$ cat src/design/sacl_pkg.sv
// Shared types and constants for the set-associative LRU cache lookup.
// No dependencies; imported by sacl_way_sel, set_assoc_cache_lru_lookup_top, sacl_lookup_checker and testbench.
package sacl_pkg;

  localparam int IN_DATA_W  = 32;
  localparam int OUT_DATA_W = 8;
  localparam int RES_WAY_W  = 2;

  // result FIFO: three entries, pointers wrap at the last index
  localparam logic [1:0] RES_FIFO_LAST = 2'd2;
  localparam logic [1:0] RES_FIFO_FULL = 2'd3;

  typedef struct packed {
    logic [RES_WAY_W-1:0] way;
    logic                 hit;
  } sacl_res_t;

endpackage

$ cat src/design/sacl_ram.sv
// Generic single-port-write, single-port-read RAM with registered read data.
// No dependencies; read during write to the same address returns the old data.
module sacl_ram #(
  parameter int WIDTH = 8,
  parameter int DEPTH = 16
) (
  input  logic                                  clk,
  input  logic                                  we,
  input  logic [(DEPTH > 1 ? $clog2(DEPTH) : 1)-1:0] waddr,
  input  logic [WIDTH-1:0]                      wdata,
  input  logic                                  re,
  input  logic [(DEPTH > 1 ? $clog2(DEPTH) : 1)-1:0] raddr,
  output logic [WIDTH-1:0]                      rdata
);

  logic [WIDTH-1:0] mem [DEPTH];

  always_ff @(posedge clk) begin
    if (we) begin
      mem[waddr] <= wdata;
    end
    if (re) begin
      rdata <= mem[raddr];
    end
  end

endmodule

$ cat src/design/sacl_way_sel.sv
// Per-set way selection: tag match, fill/victim choice and LRU rank update.
// Depends on sacl_pkg; purely combinational.
module sacl_way_sel #(
  parameter int WAYS   = 4,
  parameter int TAG_W  = 28,
  parameter int RANK_W = 2,
  parameter int WAY_W  = 2
) (
  input  logic [WAYS-1:0]              valid,
  input  logic [WAYS-1:0][RANK_W-1:0]  rank,
  input  logic [WAYS-1:0][TAG_W-1:0]   tags,
  input  logic [TAG_W-1:0]             tag,
  output logic [WAYS-1:0]              valid_nxt,
  output logic [WAYS-1:0][RANK_W-1:0]  rank_nxt,
  output logic [WAYS-1:0][TAG_W-1:0]   tags_nxt,
  output sacl_pkg::sacl_res_t          res
);

  import sacl_pkg::*;

  localparam logic [RANK_W-1:0] RANK_MRU = RANK_W'(WAYS - 1);

  logic [WAY_W-1:0]   hit_idx;
  logic [WAY_W-1:0]   inv_idx;
  logic [WAY_W-1:0]   lru_idx;
  logic [WAY_W-1:0]   chosen;
  logic               any_hit;
  logic               any_inv;
  logic [RANK_W-1:0]  old_rank;
  logic [WAY_W+1:0]   way_ext;

  always_comb begin
    hit_idx = '0;
    inv_idx = '0;
    lru_idx = '0;
    any_hit = 1'b0;
    any_inv = 1'b0;
    // walk downward so the lowest matching way wins
    for (int w = WAYS - 1; w >= 0; w--) begin
      if (valid[w] && tags[w] == tag) begin
        hit_idx = WAY_W'(w);
        any_hit = 1'b1;
      end
      if (!valid[w]) begin
        inv_idx = WAY_W'(w);
        any_inv = 1'b1;
      end
      if (rank[w] == '0) begin
        lru_idx = WAY_W'(w);
      end
    end

    if (any_hit) begin
      chosen = hit_idx;
    end else if (any_inv) begin
      chosen = inv_idx;
    end else begin
      chosen = lru_idx;
    end

    old_rank = rank[chosen];
    for (int k = 0; k < WAYS; k++) begin
      if (WAY_W'(k) == chosen) begin
        rank_nxt[k]  = RANK_MRU;
        valid_nxt[k] = 1'b1;
        tags_nxt[k]  = tag;
      end else begin
        rank_nxt[k]  = (rank[k] > old_rank) ? rank[k] - 1'b1 : rank[k];
        valid_nxt[k] = valid[k];
        tags_nxt[k]  = tags[k];
      end
    end

    way_ext  = {2'b00, chosen};
    res.hit  = any_hit;
    res.way  = way_ext[RES_WAY_W-1:0];
  end

endmodule

$ cat src/design/set_assoc_cache_lru_lookup_top.sv
// Top level of the set-associative cache lookup with true LRU replacement.
// Depends on sacl_pkg, sacl_ram and sacl_way_sel.
//
//   channel  dir  tdata fields (lsb first)        tuser/tlast
//   in_*     in   address[31:0]                  none
//   out_*    out  hit[0], way[2:1], zero[7:3]    none
//
// One transfer per cycle while a result FIFO slot is free for it.
// The set row is read from the tag/state RAM on accept and written back the next
// cycle; a back-to-back access to the same set is forwarded around the RAM.
// After reset a clearing pass writes every set row while in_tready is held low.
// Results queue in a 3-entry FIFO; out_tready reaches in_tready only through cnt_r.
module set_assoc_cache_lru_lookup_top #(
  parameter int SET_COUNT = 16,
  parameter int WAYS      = 4,
  parameter int ADDR_BITS = 32
) (
  input  logic                             clk,
  input  logic                             rst_n,
  input  logic                             in_tvalid,
  output logic                             in_tready,
  input  logic [sacl_pkg::IN_DATA_W-1:0]   in_tdata,   // address[31:0]
  output logic                             out_tvalid,
  input  logic                             out_tready,
  output logic [sacl_pkg::OUT_DATA_W-1:0]  out_tdata   // hit[0], way[2:1], zero[7:3]
);

  import sacl_pkg::*;

  localparam int SET_W    = (SET_COUNT > 1) ? $clog2(SET_COUNT) : 1;
  localparam int WAY_W    = (WAYS > 1) ? $clog2(WAYS) : 1;
  localparam int RANK_W   = WAY_W;
  localparam int EFF_BITS = (ADDR_BITS < IN_DATA_W) ? ADDR_BITS : IN_DATA_W;
  localparam int SHIFT    = $clog2(SET_COUNT + 1) - 1;
  localparam int TAG_W    = (EFF_BITS > SHIFT) ? EFF_BITS - SHIFT : 1;
  localparam int RANK_OFS = WAYS;
  localparam int TAG_OFS  = WAYS * (1 + RANK_W);
  localparam int ROW_W    = WAYS * (1 + RANK_W + TAG_W);

  localparam logic [IN_DATA_W-1:0] ADDR_MASK = (EFF_BITS >= IN_DATA_W) ? '1 :
                                               ((IN_DATA_W'(1) << EFF_BITS) - 1'b1);
  localparam logic [SET_W-1:0]     SET_MASK  = SET_W'(SET_COUNT - 1);
  localparam logic [SET_W-1:0]     SET_LAST  = SET_W'(SET_COUNT - 1);

  // input split
  logic [IN_DATA_W-1:0] addr_m;
  logic [IN_DATA_W-1:0] addr_sh;
  logic [SET_W-1:0]     in_set;
  logic [TAG_W-1:0]     in_tag;
  logic                 in_acc;

  // lookup stage
  logic                 s1_vld_r;
  logic [SET_W-1:0]     s1_set_r;
  logic [TAG_W-1:0]     s1_tag_r;
  logic                 fwd_r;
  logic [ROW_W-1:0]     fwd_row_r;
  logic [ROW_W-1:0]     ram_rdata;
  logic [ROW_W-1:0]     row_eff;
  logic [ROW_W-1:0]     row_nxt;
  logic [ROW_W-1:0]     row_clr;

  logic [WAYS-1:0]              rd_valid;
  logic [WAYS-1:0][RANK_W-1:0]  rd_rank;
  logic [WAYS-1:0][TAG_W-1:0]   rd_tag;
  logic [WAYS-1:0]              wr_valid;
  logic [WAYS-1:0][RANK_W-1:0]  wr_rank;
  logic [WAYS-1:0][TAG_W-1:0]   wr_tag;
  sacl_res_t                    s1_res;

  // clearing pass
  logic                 clr_r;
  logic [SET_W-1:0]     clr_idx_r;

  // RAM write port
  logic                 ram_we;
  logic [SET_W-1:0]     ram_waddr;
  logic [ROW_W-1:0]     ram_wdata;

  // result FIFO
  sacl_res_t            res_mem_r [3];
  logic [1:0]           wr_ptr_r;
  logic [1:0]           rd_ptr_r;
  logic [1:0]           cnt_r;
  logic [1:0]           cnt_nxt;
  logic [2:0]           occ;
  logic                 pop;

  assign addr_m  = in_tdata & ADDR_MASK;
  assign addr_sh = addr_m >> SHIFT;
  assign in_set  = addr_m[SET_W-1:0] & SET_MASK;
  assign in_tag  = addr_sh[TAG_W-1:0];

  // reserve a FIFO slot for every item in flight
  assign occ       = {1'b0, cnt_r} + {2'b00, s1_vld_r};
  assign in_tready = !clr_r && (occ <= 3'd2);
  assign in_acc    = in_tvalid && in_tready;

  assign row_eff = fwd_r ? fwd_row_r : ram_rdata;

  always_comb begin
    for (int w = 0; w < WAYS; w++) begin
      rd_valid[w] = row_eff[w];
      rd_rank[w]  = row_eff[RANK_OFS + w * RANK_W +: RANK_W];
      rd_tag[w]   = row_eff[TAG_OFS + w * TAG_W +: TAG_W];
    end
  end

  sacl_way_sel #(
    .WAYS   (WAYS),
    .TAG_W  (TAG_W),
    .RANK_W (RANK_W),
    .WAY_W  (WAY_W)
  ) u_way_sel (
    .valid     (rd_valid),
    .rank      (rd_rank),
    .tags      (rd_tag),
    .tag       (s1_tag_r),
    .valid_nxt (wr_valid),
    .rank_nxt  (wr_rank),
    .tags_nxt  (wr_tag),
    .res       (s1_res)
  );

  always_comb begin
    row_nxt = '0;
    row_clr = '0;
    for (int w = 0; w < WAYS; w++) begin
      row_nxt[w]                               = wr_valid[w];
      row_nxt[RANK_OFS + w * RANK_W +: RANK_W] = wr_rank[w];
      row_nxt[TAG_OFS + w * TAG_W +: TAG_W]    = wr_tag[w];
      row_clr[RANK_OFS + w * RANK_W +: RANK_W] = RANK_W'(w);
    end
  end

  assign ram_we    = clr_r || s1_vld_r;
  assign ram_waddr = clr_r ? clr_idx_r : s1_set_r;
  assign ram_wdata = clr_r ? row_clr : row_nxt;

  sacl_ram #(
    .WIDTH (ROW_W),
    .DEPTH (SET_COUNT)
  ) u_ram (
    .clk   (clk),
    .we    (ram_we),
    .waddr (ram_waddr),
    .wdata (ram_wdata),
    .re    (in_acc),
    .raddr (in_set),
    .rdata (ram_rdata)
  );

  assign pop        = out_tvalid && out_tready;
  assign out_tvalid = (cnt_r != 2'd0);
  assign out_tdata  = {(OUT_DATA_W - $bits(sacl_res_t))'(0), res_mem_r[rd_ptr_r]};
  assign cnt_nxt    = cnt_r + {1'b0, s1_vld_r} - {1'b0, pop};

  always_ff @(posedge clk) begin
    if (!rst_n) begin
      clr_r     <= 1'b1;
      clr_idx_r <= '0;
      s1_vld_r  <= 1'b0;
      fwd_r     <= 1'b0;
      cnt_r     <= 2'd0;
      wr_ptr_r  <= 2'd0;
      rd_ptr_r  <= 2'd0;
    end else begin
      if (clr_r) begin
        clr_idx_r <= clr_idx_r + 1'b1;
        if (clr_idx_r == SET_LAST) begin
          clr_r <= 1'b0;
        end
      end
      s1_vld_r <= in_acc;
      fwd_r    <= in_acc && s1_vld_r && (in_set == s1_set_r);
      cnt_r    <= cnt_nxt;
      if (s1_vld_r) begin
        wr_ptr_r <= (wr_ptr_r == RES_FIFO_LAST) ? 2'd0 : wr_ptr_r + 1'b1;
      end
      if (pop) begin
        rd_ptr_r <= (rd_ptr_r == RES_FIFO_LAST) ? 2'd0 : rd_ptr_r + 1'b1;
      end
    end
  end

  always_ff @(posedge clk) begin
    if (in_acc) begin
      s1_set_r <= in_set;
      s1_tag_r <= in_tag;
    end
    fwd_row_r <= row_nxt;
    if (s1_vld_r) begin
      res_mem_r[wr_ptr_r] <= s1_res;
    end
  end

  a_fifo_no_overflow : assert property (@(posedge clk) disable iff (!rst_n)
    !(s1_vld_r && cnt_r == RES_FIFO_FULL))
    else $error("result FIFO overflow");

  a_accept_to_lookup : assert property (@(posedge clk) disable iff (!rst_n)
    (in_tvalid && in_tready) |=> s1_vld_r)
    else $error("accepted transfer did not reach lookup stage");

  a_clear_idle : assert property (@(posedge clk) disable iff (!rst_n)
    clr_r |-> (cnt_r == 2'd0 && !s1_vld_r))
    else $error("transfer in flight during clearing pass");

endmodule

$ cat config.mk
export PLATFORM = sky130hd
export DESIGN_NAME = set_assoc_cache_lru_lookup_top
export DESIGN_NICKNAME = d
export VERILOG_FILES = /design/src/design/sacl_pkg.sv /design/src/design/sacl_ram.sv /design/src/design/sacl_way_sel.sv /design/src/design/set_assoc_cache_lru_lookup_top.sv
export SDC_FILE = /design/constraint.sdc
export NUM_CORES = 2
export LEC_CHECK = 0
export BUFFER_PORTS_ARGS = -buffer_cell sky130_fd_sc_hd__buf_2
export CORE_MARGIN = 4
export CORE_UTILIZATION = 50
export DETAILED_ROUTE_END_ITERATION = 12
export HOLD_SLACK_MARGIN = 0.08
export PLACE_DENSITY = 0.75
export SKIP_CTS_REPAIR_TIMING = 1
export SLEW_MARGIN = 25
export SYNTH_ARGS = -nofsm -noshare
export SYNTH_HDL_FRONTEND = slang
export SYNTH_SLANG_ARGS = --single-unit
$ cat constraint.sdc
create_clock -name clk -period 6.56 [get_ports clk]
set_input_delay 1.312 -clock clk [delete_from_list [all_inputs] [get_ports clk]]
set_output_delay 1.312 -clock clk [all_outputs]
set_load 0.01 [all_outputs]
==> summary.txt <==
Global route
  – Aggregate global-route resource usage: 0.239
  – Global-route wire length before repair: 321 mm
  – Number of antenna violations at the first check in global routing: 2
  – Number of global-route vias before repair: 44,600
  – Pin count of the biggest net entering global routing: 100
  – Grt ovf: 0

Clocking
  – # clock sinks: 2,288
  – TritonCTS clock tree: yes
  – Inserted Clock Buffers: between 200 and 250
  – Clk Latency, worst-skew pair: ~0.9 ns
  – Clock slew seen by the registers of the worst setup and hold paths: 0.06 ns
  – Root buffer cell: clkbuf_16
  – Clock buffer depth: 3
  – Count of H-tree levels built during CTS: 4

Yosys
  – Share of the yosys chip area belonging to registers: 0.750
  – Number of different library cells in the post-synthesis netlist: 64
  – Ys async rst share: 0
  – Count of flip-flops with a built-in enable after synthesis: ~2,100
  – Cell types occupying the most area after synthesis: edfxtp_1 (72%), mux4_2 (16%), dfxtp_1 (3.1%), mux2i_1 (2.7%), xnor2_1 (1.1%)
  – Netlist area before placement: 89,800 sq um
  – Seq cells post-synth: 2,288
  – Cell with the most instances after synthesis: edfxtp_1
  – Share of the synthesized area in the top cell type: 0.719
  – Gate count after technology mapping: between 4,000 and 5,000
  – Top cell type by total area after synthesis: edfxtp_1
  – Most instantiated cells after synthesis: edfxtp_1 (2,149), mux4_2 (620), mux2i_1 (245), clkbuf_1 (153), dfxtp_1 (139)
  – Commonest register cell after synthesis: edfxtp_1
  – Warnings, synthesis: 0
  – Mean Syn Cell Area: 21.8 sq um

Critical path
  – Critical path capture point type: register
  – Data required time at the worst endpoint: 7.12 ns
  – Worst Path Class, Setup: register to register
  – Largest fanout on the critical path: 40
  – Crit path DAT: 6.29 ns
  – Crit path launch type: register

Detailed routing
  – Total wire length: 221 mm
  – Violation count after the first detailed-routing iteration: 6,169
  – ANT nets after route: 0
  – Via count: 44,100
  – Average via count per standard cell: 6.45
  – Routed length per placed instance: 32.4 microns
  – Detailed-routing iteration count for the pre-antenna-repair pass: 5
  – Number of remaining DRC errors: 0

Final layout
  – # fillers: 12,600
  – Fraction of final layout cells with drive strength greater than 1: 0.299
  – Area grow syn2layout: 12.3%
  – Net count, final: 4,347
  – Total non-filler cell area in the finished layout: 101,000 sq um
  – Number of antenna repair diodes: 0

STA
  – Maximum clock rate: between 0.15 and 0.2 GHz
  – Final critical-path required period: 5.73 ns
  – Unrepaired setup endpoints after global routing: false
  – Final max-slew violation count: 0
  – Final number of setup-violating endpoints: 0
  – Final setup skew: between 0.06 and 0.07 ns
  – Post-route worst hold slack: about 0.56 ns
  – Setup total negative slack: 0 ns
  – Remaining max-slew budget at the tightest pin: 0.276
  – Final worst-path cycle share: 0.874
  – Worst-margin pin slew: 1.07 ns
  – Number of hold violations in the final report: 0

Placement
  – Post-DP HPWL: ~120 mm
  – Count of input and output buffers: 40
  – Area after DPL: roughly 94,000 sq um
  – Weighted congestion reported at the end of routability-driven placement: 0.918

Floorplanning
  – Vertical extent of the die: 432 microns
  – Area of the placeable core: 178,000 sq um
  – Horiz. Die Dim: 432 microns
  – Number of placement rows: 155
  – # IOs: 46
  – Total die area: 186,000 sq um
  – Starting utilization of the core area: 0.503

Power
  – Maximum vdd ir drop: 0.000274 V
  – Cell leakage power: a little over 0.03 uW
  – Power density relative to cell area: 292 nW/um^2

Min path
  – Path class of the lowest-slack min-delay path: register to register

Outcome
  – Run status: finished clean

Job
  – Max cap viols: 0
## layout make-up
type,instances,area [sq um],area share
Sequential cell,2288,67300,0.668
Tap cell,2355,2950,0.0292
Inverter,43,161,0.00160
Multi-Input combinational cell,1546,21500,0.213
Timing Repair Buffer,200,1880,0.0186
Clock buffer,255,5550,0.0551
Clock inverter,143,1490,0.0147
## placed cells by master, fill, tap and decap left out, drive strengths merged, types with 66 or more instances in the layout
cell	instances
dfxtp	139
mux2i	263
or2	88
clkinv	108
xnor2	117
clkbuf	256
nor2	66
edfxtp	2149
buf	199
mux4	620
nor3	68
## per-stage QoR
| step | worst slack (ns) | utilization | total power [uW] | std cells |
|---|---|---|---|---|
| finish | 0.827 | 0.565 | 29400 | 6830 |
| floorplan | -0.507 | - | 17100 | 4117 |
| global route | 0.521 | 0.565 | 30300 | 6830 |
| global placement | 0.749 | 0.525 | 17400 | 6432 |
| CTS | 0.518 | 0.564 | 29600 | 6830 |
| detailed placement | 0.566 | 0.525 | 17400 | 6432 |
## power breakdown
part | internal [uW] | switching, uW
Combinational | 397 | 591
Sequential | 16000 | 68.3
Clock | 6870 | 5440
## per-layer routing
layer | track usage | share of wire | wire length [microns]
met1 | 0.335 | 0.38 | 83100
met2 | 0.390 | 0.50 | 110000
met3 | 0.0402 | 0.096 | 21300
met4 | 0.0734 | 0.031 | 6780
met5 | 0 | 0 | 0
## cells by family after synthesis
logic type / synth area share
simple gates: 0.0245
other cells: 0.0000418
fa+ha+maj: 0.00251
buf+inv: 0.0152
mux: 0.189
xor+xnor: 0.0121
flops: 0.750
compound gates: 0.00641
## registers in the layout, indices dropped and copies added (netlist names), 2 cells and up, named ones only
| name | count |
|---|---|
| u_ram.rdata | 124 |
| wr_ptr_r | 2 |
| s1_tag_r | 28 |
| u_ram.mem | 1984 |
| clr_idx_r | 4 |
| rd_ptr_r | 2 |
| cnt_r | 2 |
| fwd_row_r | 124 |
| s1_set_r | 4 |
| res_mem_r | 9 |
## worst max-delay path: stages (launching register included)
cell       delay [ns]
dfxtp_4          0.73
buf_12           0.35
mux2_2           0.40
xnor2_1          0.20
nor4_1           0.33
nand4bb_1        0.14
nor3_1           0.35
buf_4            0.20
nor2b_4          0.38
o21ai_0          0.13
a32oi_1          0.47
ha_1             0.33
nor2b_1          0.13
o21ai_0          0.31
mux2_2           0.40
a21oi_2          0.56
## worst paths after layout
kind,start,endpoint,slack (ns),cells after the start
setup / recovery,fwd_r,u_ram.mem[13][7],0.83,15
hold / removal,rd_ptr_r[1],rd_ptr_r[1],0.56,2
setup reg to reg,fwd_r,u_ram.mem[13][7],0.83,15
hold reg to reg,rd_ptr_r[1],rd_ptr_r[1],0.56,2
(Power assumes the default switching activity.)
